## src/hw/rtl/kt_binned_pair_histogrammer_defines.svh

```systemverilog
// Assertion macros shared by the histogrammer RTL.
`ifndef KT_BINNED_PAIR_HISTOGRAMMER_DEFINES_SVH
`define KT_BINNED_PAIR_HISTOGRAMMER_DEFINES_SVH

// Same-cycle implication, clocked on clk_i, off during reset.
`define KBPH_ASSERT_IMP(lbl, ante, cons, msg) \
  lbl: assert property (@(posedge clk_i) disable iff (!rst_ni) (ante) |-> (cons)) \
    else $error(msg);

// Next-cycle implication, clocked on clk_i, off during reset.
`define KBPH_ASSERT_NXT(lbl, ante, cons, msg) \
  lbl: assert property (@(posedge clk_i) disable iff (!rst_ni) (ante) |=> (cons)) \
    else $error(msg);

`endif

```

## src/hw/rtl/kbph_pkg.sv

```systemverilog
// Types, codes and constants of the binned pair histogrammer.
package kbph_pkg;

  localparam int MAX_KT_BINS_DEF = 16;
  localparam int MAX_Q_BINS_DEF  = 64;

  localparam int IN_TDATA_W  = 48;
  localparam int IN_TUSER_W  = 2;
  localparam int OUT_TDATA_W = 48;
  localparam int OUT_TUSER_W = 2;

  localparam int CFG_IDX_W  = 3;
  localparam int CFG_DATA_W = 16;
  localparam int COUNT_W    = 32;

  // shared divider: 16-bit operands, one quotient bit per cycle
  localparam int DIV_W     = 16;
  localparam int DIV_CNT_W = $clog2(DIV_W + 1);

  // operation codes; every other code is a read
  localparam logic [1:0] OP_ADD_REAL  = 2'd0;
  localparam logic [1:0] OP_ADD_MIXED = 2'd1;

  // configuration register indexes
  localparam logic [CFG_IDX_W-1:0] CFG_KT_LOW  = 3'd0;
  localparam logic [CFG_IDX_W-1:0] CFG_KT_W    = 3'd1;
  localparam logic [CFG_IDX_W-1:0] CFG_KT_BINS = 3'd2;
  localparam logic [CFG_IDX_W-1:0] CFG_Q_LOW   = 3'd3;
  localparam logic [CFG_IDX_W-1:0] CFG_Q_W     = 3'd4;
  localparam logic [CFG_IDX_W-1:0] CFG_Q_BINS  = 3'd5;

  localparam logic [15:0] KT_LOW_RST  = 16'd0;
  localparam logic [15:0] KT_W_RST    = 16'd100;
  localparam logic [4:0]  KT_BINS_RST = 5'd16;
  localparam logic [15:0] Q_LOW_RST   = 16'd0;
  localparam logic [15:0] Q_W_RST     = 16'd10;
  localparam logic [6:0]  Q_BINS_RST  = 7'd64;

  typedef enum logic [1:0] {
    ST_FILLED   = 2'd0,
    ST_CUT      = 2'd1,
    ST_KT_RANGE = 2'd2,
    ST_READ     = 2'd3
  } status_e;

  typedef enum logic [3:0] {
    S_CLEAR,
    S_IDLE,
    S_DECODE,
    S_DIV_KT,
    S_DIV_Q,
    S_RMW_RD,
    S_RMW_WR,
    S_READ,
    S_READ_CAP,
    S_DONE
  } ctrl_state_e;

  typedef struct packed {
    logic    load_item;
    logic    div_start;
    logic    div_sel_q;
    logic    kidx_load;
    logic    qbin_load;
    logic    qbin_zero;
    logic    ram_rd;
    logic    ram_wr;
    logic    clr_wr;
    logic    cnt_from_inc;
    logic    cnt_from_rd;
    logic    res_load;
    status_e res_status;
  } kbph_cmd_t;

  typedef struct packed {
    logic is_read;
    logic cut_fail;
    logic kt_below;
    logic kt_in_range;
    logic q_below;
    logic div_busy;
    logic clr_last;
    logic out_free;
  } kbph_sts_t;

endpackage

```

## src/hw/rtl/kbph_ctrl.sv

```systemverilog
// Sequencer of the histogrammer: clear sweep, binning steps, result hand-off.
module kbph_ctrl (
  input  logic                clk_i,
  input  logic                rst_ni,
  input  logic                s_valid_i,
  output logic                s_ready_o,
  input  kbph_pkg::kbph_sts_t sts_i,
  output kbph_pkg::kbph_cmd_t cmd_o
);
  import kbph_pkg::*;

  ctrl_state_e state_q, state_d;
  status_e     res_q, res_d;

  always_ff @(posedge clk_i or negedge rst_ni) begin
    if (!rst_ni) begin
      state_q <= S_CLEAR;
      res_q   <= ST_FILLED;
    end else begin
      state_q <= state_d;
      res_q   <= res_d;
    end
  end

  always_comb begin
    state_d   = state_q;
    res_d     = res_q;
    cmd_o     = '0;
    s_ready_o = 1'b0;
    unique case (state_q)
      S_CLEAR: begin
        cmd_o.clr_wr = 1'b1;
        if (sts_i.clr_last) begin
          state_d = S_IDLE;
        end
      end
      S_IDLE: begin
        s_ready_o = 1'b1;
        if (s_valid_i) begin
          cmd_o.load_item = 1'b1;
          state_d         = S_DECODE;
        end
      end
      S_DECODE: begin
        priority if (sts_i.is_read) begin
          res_d   = ST_READ;
          state_d = S_READ;
        end else if (sts_i.cut_fail) begin
          res_d   = ST_CUT;
          state_d = S_DONE;
        end else if (sts_i.kt_below) begin
          res_d   = ST_KT_RANGE;
          state_d = S_DONE;
        end else begin
          cmd_o.div_start = 1'b1;
          state_d         = S_DIV_KT;
        end
      end
      S_DIV_KT: begin
        if (!sts_i.div_busy) begin
          priority if (!sts_i.kt_in_range) begin
            res_d   = ST_KT_RANGE;
            state_d = S_DONE;
          end else if (sts_i.q_below) begin
            cmd_o.kidx_load = 1'b1;
            cmd_o.qbin_load = 1'b1;
            cmd_o.qbin_zero = 1'b1;
            state_d         = S_RMW_RD;
          end else begin
            cmd_o.kidx_load = 1'b1;
            cmd_o.div_start = 1'b1;
            cmd_o.div_sel_q = 1'b1;
            state_d         = S_DIV_Q;
          end
        end
      end
      S_DIV_Q: begin
        if (!sts_i.div_busy) begin
          cmd_o.qbin_load = 1'b1;
          state_d         = S_RMW_RD;
        end
      end
      S_RMW_RD: begin
        cmd_o.ram_rd = 1'b1;
        state_d      = S_RMW_WR;
      end
      S_RMW_WR: begin
        cmd_o.ram_wr       = 1'b1;
        cmd_o.cnt_from_inc = 1'b1;
        res_d              = ST_FILLED;
        state_d            = S_DONE;
      end
      S_READ: begin
        cmd_o.ram_rd = 1'b1;
        state_d      = S_READ_CAP;
      end
      S_READ_CAP: begin
        cmd_o.cnt_from_rd = 1'b1;
        state_d           = S_DONE;
      end
      S_DONE: begin
        cmd_o.res_status = res_q;
        if (sts_i.out_free) begin
          cmd_o.res_load = 1'b1;
          state_d        = S_IDLE;
        end
      end
      default: begin
        state_d = S_CLEAR;
      end
    endcase
  end

endmodule

```

## config.mk

```make
export PLATFORM = sky130hd
export DESIGN_NAME = kbph_ctrl
export DESIGN_NICKNAME = d
export VERILOG_FILES = /design/src/hw/rtl/kt_binned_pair_histogrammer_defines.svh /design/src/hw/rtl/kbph_pkg.sv /design/src/hw/rtl/kbph_ctrl.sv
export SDC_FILE = /design/constraint.sdc
export NUM_CORES = 1
export LEC_CHECK = 0
export BUFFER_PORTS_ARGS = -buffer_cell sky130_fd_sc_hd__buf_2
export CORE_UTILIZATION = 30
export CTS_CLUSTER_SIZE = 16
export DETAILED_ROUTE_END_ITERATION = 7
export PLACE_DENSITY = 0.6
export SLEW_MARGIN = 5
export SYNTH_ARGS = -nofsm -noshare
export SYNTH_HDL_FRONTEND = slang
export SYNTH_SLANG_ARGS = --single-unit
```

## constraint.sdc

```tcl
create_clock -name clk_i -period 1.8 [get_ports clk_i]
set_input_delay 0.09 -clock clk_i [delete_from_list [all_inputs] [get_ports clk_i]]
set_output_delay 0.09 -clock clk_i [all_outputs]
set_load 0.01 [all_outputs]
```

Word-level counts from Yosys, hierarchy flattened

Cells that the tools add are included.

Register bits after elaboration: 6
Input port bits: 11

Eq/ne operators: 16
Mux-type cells: 38
Reduce and logical (&&, ||, !) cells: 6

Operators with widths:

| kind                 | number |
|---|---|
| $mux W4              | 9 |
| $pmux W4 S9          | 1 |
| $eq A4 B3 Y1 const B | 4 |
| $mux W2              | 8 |
| $mux W1              | 14 |
| $ne A2 B2 Y1 const B | 6 |
| $mux W5              | 2 |
| $eq A4 B2 Y1 const B | 2 |
| $eq A4 B4 Y1 const B | 2 |
| $pmux W2 S3          | 1 |
| $reduce_and A5 Y1    | 1 |
| $eq A4 B1 Y1 const B | 1 |
| $logic_not A4 Y1     | 1 |
| $ne A4 B4 Y1 const B | 1 |
| $pmux W1 S2          | 2 |
| $reduce_and A4 Y1    | 1 |
| $reduce_or A2 Y1     | 2 |
| $mux W3              | 1 |
| $reduce_bool A3 Y1   | 1 |

Logic depth before layout (Yosys ltp)

Gate-level depths: netlist of the first run.

Depth in word-level cells: 4
Mapped depth: 6
Depth with buffers taken out: 5

Worst setup path before layout of the first run

Ideal clock, no wire load.

Kind: register -> register
Start: register state_q[3]
End: register res_q[1]
Setup time: 0.121 ns
Arrival: 1.285 ns
Required time: 1.679 ns
Setup slack: 0.393 ns
Stages on the path, launching flop included: 5
Clock period less this slack: 1.407 ns
Cells stage by stage: dfrtp_1 nand2b_1 nor3_1 a21oi_1 o22a_1

Cells in the longest elaborated chain, start to end: 3
Elaborated cells between the ends (all ways): 9
Classes of those cells: eq/ne: 6; mux: 1; reduce/logical: 2

Ends and longest elaborated chain:

| element                                              | RTL line        | source |
|---|---|---|
| start, declared                                      | kbph_ctrl.sv:12 | `ctrl_state_e state_q, state_d;` |
| start signal, assigned                               | kbph_ctrl.sv:20 | `state_q <= state_d;` |
| $eq A4 B2 Y1 or $eq A4 B3 Y1 (tied branches)         | kbph_ctrl.sv:30 | `unique case (state_q)` |
| $ne A4 B4 Y1 (no line), or another cell as far along | n/a             |  |
| $reduce_and A4 Y1 (no line)                          | n/a             |  |
| end signal, assigned                                 | kbph_ctrl.sv:21 | `res_q <= res_d;` |
| end, declared                                        | kbph_ctrl.sv:13 | `status_e res_q, res_d;` |

Several ways; a longest one is shown, not always the timed one.
A chain may end at the register's enable or synchronous reset.

==> results of run 1 <==
-- critical path: cells and delay by family, from the launching register on --
kind            cells  cell delay [ns]
buf+inv             2             0.27
compound gates      1             0.06
flops               1             0.47
simple gates        3             0.53
-- kinds of logic after synthesis --
family / share of synthesized area
AND/OR/NAND/NOR: 0.362
flip-flops: 0.259
buffers and inverters: 0.101
AO/OA/AOI/OAI: 0.278
-- final cells by class --
| cell class | count | area share |
|---|---|---|
| clock buffers | 3 | 0.0282 |
| flip-flops and latches | 6 | 0.191 |
| multi-input cells | 61 | 0.483 |
| repair buffers | 32 | 0.226 |
| inverters | 7 | 0.0329 |
| well taps | 25 | 0.0392 |
-- metrics by stage --
step	setup WS (ns)	std cells	instance area (um^2)
global route	0.00503	134	798
floorplan	0.393	80	581
global placement	0.262	129	742
finish	0.150	134	798
detailed placement	0.205	129	742
CTS	0.0247	133	783
-- layer usage --
| layer | global-route usage | up-vias | routed length [um] |
|---|---|---|---|
| li1 | - | 347 | - |
| met1 | 0.219 | 326 | 732 |
| met2 | 0.259 | 17 | 704 |
| met3 | 0.0357 | 0 | 52 |
| met4 | 0.0353 | 0 | 0 |
| met5 | 0 | - | 0 |
-- cells in the mapped netlist, types with 2 or more instances --
cell	number
sky130_fd_sc_hd__o22ai_1	2
sky130_fd_sc_hd__nand2_1	9
sky130_fd_sc_hd__nand2b_1	6
sky130_fd_sc_hd__inv_1	7
sky130_fd_sc_hd__nor3_1	3
sky130_fd_sc_hd__dfrtp_1	6
sky130_fd_sc_hd__buf_4	2
sky130_fd_sc_hd__and2_1	4
sky130_fd_sc_hd__buf_2	2
sky130_fd_sc_hd__nor2_1	6
sky130_fd_sc_hd__nor4_1	2
sky130_fd_sc_hd__o21ai_0	4
sky130_fd_sc_hd__a21oi_1	4
-- cells in the final DEF, fill, tap and decap left out, drive strengths merged, types with 2 or more instances in the layout --
cell type and n:
nor2 6, a21oi 4, and2 4, dfrtp 6
nor3 3, nor4 2, clkbuf 3, buf 31
nand2 9, o22ai 2, o21ai 4, nand2b 6
inv 7
-- state kept, by name, summed over array words and instances, names as in the netlist --
register / flops
state_q: 4
res_q: 2
-- final timing paths --
kind,from,end,slack (ns)
hold reg to reg,res_q[1]$_DFFE_PN0P_,res_q[1]$_DFFE_PN0P_,0.50
hold / removal,sts_i[2],state_q[1]$_DFFE_PN0P_,0.16
setup / recovery,state_q[3]$_DFFE_PN0P_,cmd_o[9],0.15
setup reg to reg,state_q[1]$_DFFE_PN0P_,res_q[0]$_DFFE_PN0P_,0.22
max in group asynchronous,rst_ni,state_q[2]$_DFFE_PN0P_,1.44
min in group asynchronous,rst_ni,state_q[0]$_DFFE_PN0P_,0.21
-- report_power, final --
| group | leakage [nW] | total, mW | internal [mW] | switching, mW |
|---|---|---|---|---|
| Clock | 0.0138 | 0.117 | 0.0750 | 0.0423 |
| Sequential | 0.0695 | 0.301 | 0.209 | 0.0923 |
| Combinational | 0.312 | 0.827 | 0.389 | 0.439 |
| Total | 0.395 | 1.25 | 0.673 | 0.573 |
-- timing repair --
item	in CTS	in global routing
resized for setup	1	3
setup buffers	0	1
hold buffers	1	0
endpoints found under the hold margin	6	0
pin swaps	0	2
endpoints found under the setup margin	1	6
==> impl_metrics.ini, run 1 <==
[outcome]
status = complete, no violations

[timing]
final_max_slew_viol_count = 0
min_period_over_period = 0.917
worst_clock_skew_ns = 0.000430
slew-limit-headroom = 0.805
final-hold-violation-count = 0
layout_min_cycle_time_ns = 1.65
tightest_pin_transition_ns = 0.290
setup_repair_after_global_routing_missed_its_margin = false
hold_ws_ns = 0.162
report.final.setup_viol = 0
setup_tns_ns = 0
clock.fmax_mhz = 606

[yosys]
synthArstFlopShare = 1.00
netlist-cell-type-count = 36
synthesis.instances = 80
post_synth_instance_area_um2 = 581
ys_warn_count = 0
yosys_most_used_dff = sky130_fd_sc_hd__dfrtp_1
yosysTopAreaCellShare = 0.259
synth.ff_latch_count = 6
net_count_after_synthesis = 91
ys_top_cells_by_area = sky130_fd_sc_hd__dfrtp_1, sky130_fd_sc_hd__nand2b_1, sky130_fd_sc_hd__nand2_1
synth_sequential_area_ratio = 0.259
syn_avg_cell_area_um2 = 7.26
synth-edff-count = 0
yosys.area.top_type = sky130_fd_sc_hd__dfrtp_1

[route]
drc_violation_total_after_the_first_tritonroute_iteration = 13
routedWlPerCell_um = 11.1
drt.antenna.violating_nets = 0
remaining_drc_errors = 0
routed_wl_mm = 1.49
dr.pass1.iters = 4
vias_per_cell = 5.15
vias = 690

[cells_and_area]
post_route_cells_drive_above_1_share = 0.367
final_net_count = 122
area_growth_pct = 37.5
diodes = 0
fillers = 192
sequential_cell_area_um2 = 153
area_of_combinational_cells_with_multiple_inputs_um2 = 385
fin_util = 0.452

[clocking]
clk_path_buf_depth = 2
sinks_on_clock_net = 6
clk_pin_slew_ns = 0.04
cts.htree.levels = 1
cts_root_buf = sky130_fd_sc_hd__clkbuf_4
clock_insertion_delay_worst_skew_ns = 0.23
cts_tree = yes
cts_made_buffers = 3

[critical_path]
slowest_delay_ns = 0.47
timing.critical_path.fanout_max = 9
timing.setup.critical_path_class = flop to primary output
timing.critical_path.from_type = flop
path_depth_of_the_worst_reg2reg_path = 4
cp_cell_sequence = nor4bb_4, nand3b_1, inv_1, nand2_1, o41ai_1, buf_2
critical-path-slowest-cell = sky130_fd_sc_hd__dfrtp_2
worst_setup_path_end_kind = primary output
required_ns = 1.71
worst-endpoint-arrival_ns = 1.56

[floorplanning]
initial_core_util = 0.329
num_rows = 15
design.portCount = 26
die_ht_um = 46.0
coreArea_um2 = 1760
die-width_um = 46.0
design.die.area_um2 = 2120

[place]
dp.final_hpwl_mm = 1.19
port_buffers = 25
finalWeightedCongestion = 0.801

[power]
power.ir.vdd_worst_mv = 0.574
power_density_nw_per_um2 = 1560
power_leakage_nw = 0.395
finalPower_mw = 1.25

[worst_hold_path]
timing.hold.worst.class = primary input to flop
worst_hold_path_cell_count = 3

[grt]
grt_start_max_net_pins = 14
grt_pass1_wl_mm = 2.45
track_usage = 0.161
initial_antenna_violation_count = 0
vias_in_the_first_global_route = 571
grt_overflow_total = 0

[run]
maxCapViolCount = 0
No activity file was read; power rests on OpenSTA's default activity.
==> inputs of run 2 (changes only) <==
CORE_MARGIN = 2   (was not set)
RECOVER_POWER = 25   (was not set)
==> impl_metrics.ini, run 2 (synthesized netlist as in run 1, its figures left out) <==
[floorplanning]
design.portCount = 26
die_ht_um = 48.0
initial_core_util = 0.329
die-width_um = 48.0
design.die.area_um2 = 2300
num_rows = 15
coreArea_um2 = 1760

[critical_path]
timing.critical_path.max_delay_family = simple AND/OR/NAND/NOR gates
critical-path-slowest-cell = sky130_fd_sc_hd__dfrtp_2
timing.critical_path.buf_inv = 2
timing.setup.critical_path_class = flop to primary output
required_ns = 1.71
slowest_delay_ns = 0.44
cp_cell_sequence = nor4bb_4, nand3b_1, buf_4, o22ai_1, buf_2
worst-endpoint-arrival_ns = 1.58
timing.critical_path.from_type = flop
worst_setup_path_end_kind = primary output
timing.critical_path.fanout_max = 5

[power]
switching_fraction_of_total_power = 0.469
power_density_nw_per_um2 = 1590
power.ir.vdd_worst_mv = 0.715
finalPower_mw = 1.28
power_leakage_nw = 0.398
clock_power_share = 0.097
switching_power_mw = 0.598
p_seq_frac = 0.230
internal_power_contribution_mw = 0.678
portion_of_total_power_attributed_to_combinational_logic = 0.673

[grt]
grt_start_max_net_pins = 16
gr-max-usage-layer = met2
grt_overflow_total = 0
globalRouteMet3Util = 0.0453
grt.met2_usage = 0.264
track_usage = 0.159
grt_pass1_wl_mm = 2.44
initial_antenna_violation_count = 0
use_met1 = 0.191
vias_in_the_first_global_route = 572

[route]
dr.pass1.iters = 4
remaining_drc_errors = 0
vias = 683
vias_per_cell = 5.06
routed_wl_mm = 1.63
routedWlPerCell_um = 12.1
drc_violation_total_after_the_first_tritonroute_iteration = 11
drt.antenna.violating_nets = 0

[cells_and_area]
post_layout_nonfiller_instances = 135
final_cell_mix = sky130_fd_sc_hd__buf_2, sky130_fd_sc_hd__nand2_1, sky130_fd_sc_hd__inv_1, sky130_fd_sc_hd__buf_4
area_growth_pct = 38.6
diodes = 0
top_regs = state_q: 4 flops, res_q: 2 flops
regMostFlops = state_q
final_design_area_no_fill_um2 = 805
largest_register_ffs = 4
final_net_count = 123
layout.cells.most_common = sky130_fd_sc_hd__buf_2
fillers = 200
post_route_cells_drive_above_1_share = 0.364
fin_util = 0.456

[timing]
final-hold-violation-count = 0
tightest_pin_transition_ns = 0.321
worst_clock_skew_ns = 0.00207
min_period_over_period = 0.929
report.final.setup_viol = 0
hold_ws_ns = 0.155
layout_min_cycle_time_ns = 1.67
setup_repair_after_global_routing_missed_its_margin = false
postLayoutSetupSlackWorst_ns = 0.127
slew-limit-headroom = 0.784
setup_tns_ns = 0
clock.fmax_mhz = 598
final_max_slew_viol_count = 0

[run]
maxCapViolCount = 0

[clocking]
clk_path_buf_depth = 2
clk_pin_slew_ns = 0.05
cts_tree = yes
clock_insertion_delay_worst_skew_ns = 0.24
cts_made_buffers = 3
cts_root_buf = sky130_fd_sc_hd__clkbuf_4
cts.htree.levels = 1
sinks_on_clock_net = 6

[place]
finalWeightedCongestion = 0.803
place_ws_ns = 0.238
placed_cells = 128
dp.final_hpwl_mm = 1.25
port_buffers = 25
total_placed_instance_area_um2 = 734

[worst_hold_path]
timing.hold.worst.class = primary input to flop

[outcome]
status = complete, no violations
==> run 2: cell count changes in the layout (fill, tap and decap cells not counted) <==
cell                       change
sky130_fd_sc_hd__buf_2         -1
sky130_fd_sc_hd__buf_4         +1
sky130_fd_sc_hd__clkbuf_1      +1
==> run 2: path summary, 6_finish.rpt <==
path | startpoint | to | slack, ns | depth (start not counted)
worst max-delay path | state_q[3]$_DFFE_PN0P_ | cmd_o[12] | 0.13 | 5
worst min-delay path | sts_i[6] | res_q[0]$_DFFE_PN0P_ | 0.15 | 3
worst max register to register | state_q[3]$_DFFE_PN0P_ | res_q[0]$_DFFE_PN0P_ | 0.23 | 5
worst min register to register | res_q[1]$_DFFE_PN0P_ | res_q[1]$_DFFE_PN0P_ | 0.50 | 1
max in group asynchronous | rst_ni | state_q[3]$_DFFE_PN0P_ | 1.27 | 2
min in group asynchronous | rst_ni | state_q[1]$_DFFE_PN0P_ | 0.26 | 2
==> run 2: worst register-to-register path, cell delays in order, from the launching register on <==
cell,delay (ns)
sky130_fd_sc_hd__dfrtp_2,0.44
sky130_fd_sc_hd__buf_4,0.15
sky130_fd_sc_hd__nor2b_2,0.12
sky130_fd_sc_hd__nand2_1,0.08
sky130_fd_sc_hd__or3_1,0.38
sky130_fd_sc_hd__o32ai_1,0.28
==> run 2: timing repair <==
| item | 4_1_cts | 5_1_grt |
|---|---|---|
| resized for setup | 1 | 3 |
| cloned | 0 | 0 |
| pin swaps | 0 | 2 |
| hold buffers | 1 | 0 |
| hold endpoints to repair | 6 | 0 |
| buffers inserted | 0 | 3 |
| endpoints found under the setup margin | 1 | 6 |
==> run 2: routing by layer <==
metal  share of wire  vias up  wire (um)
met1            0.45      306        732
met2            0.48       24        787
met5               0        -          0
met3           0.062        2        101
li1                -      351          -
met4          0.0055        0          9
==> run 2: power by group through the flow <==
stage                     logic, mW  clock network [mW]  registers (mW)
after global routing          0.954               0.140           0.301
after floorplan               0.588                   0           0.254
after CTS                     0.797               0.131           0.297
after global placement        0.784                   0           0.287
after detailed placement      0.777                   0           0.289
final                         0.859               0.123           0.294
==> run 2: area by class of cell <==
class	instances	area, um^2	area share
Inverter	7	26.3	0.0327
Timing Repair Buffer	33	186	0.232
Sequential cell	6	153	0.190
Tap cell	25	31.3	0.0389
Clock buffer	3	22.5	0.0280
Multi-Input combinational cell	61	385	0.479
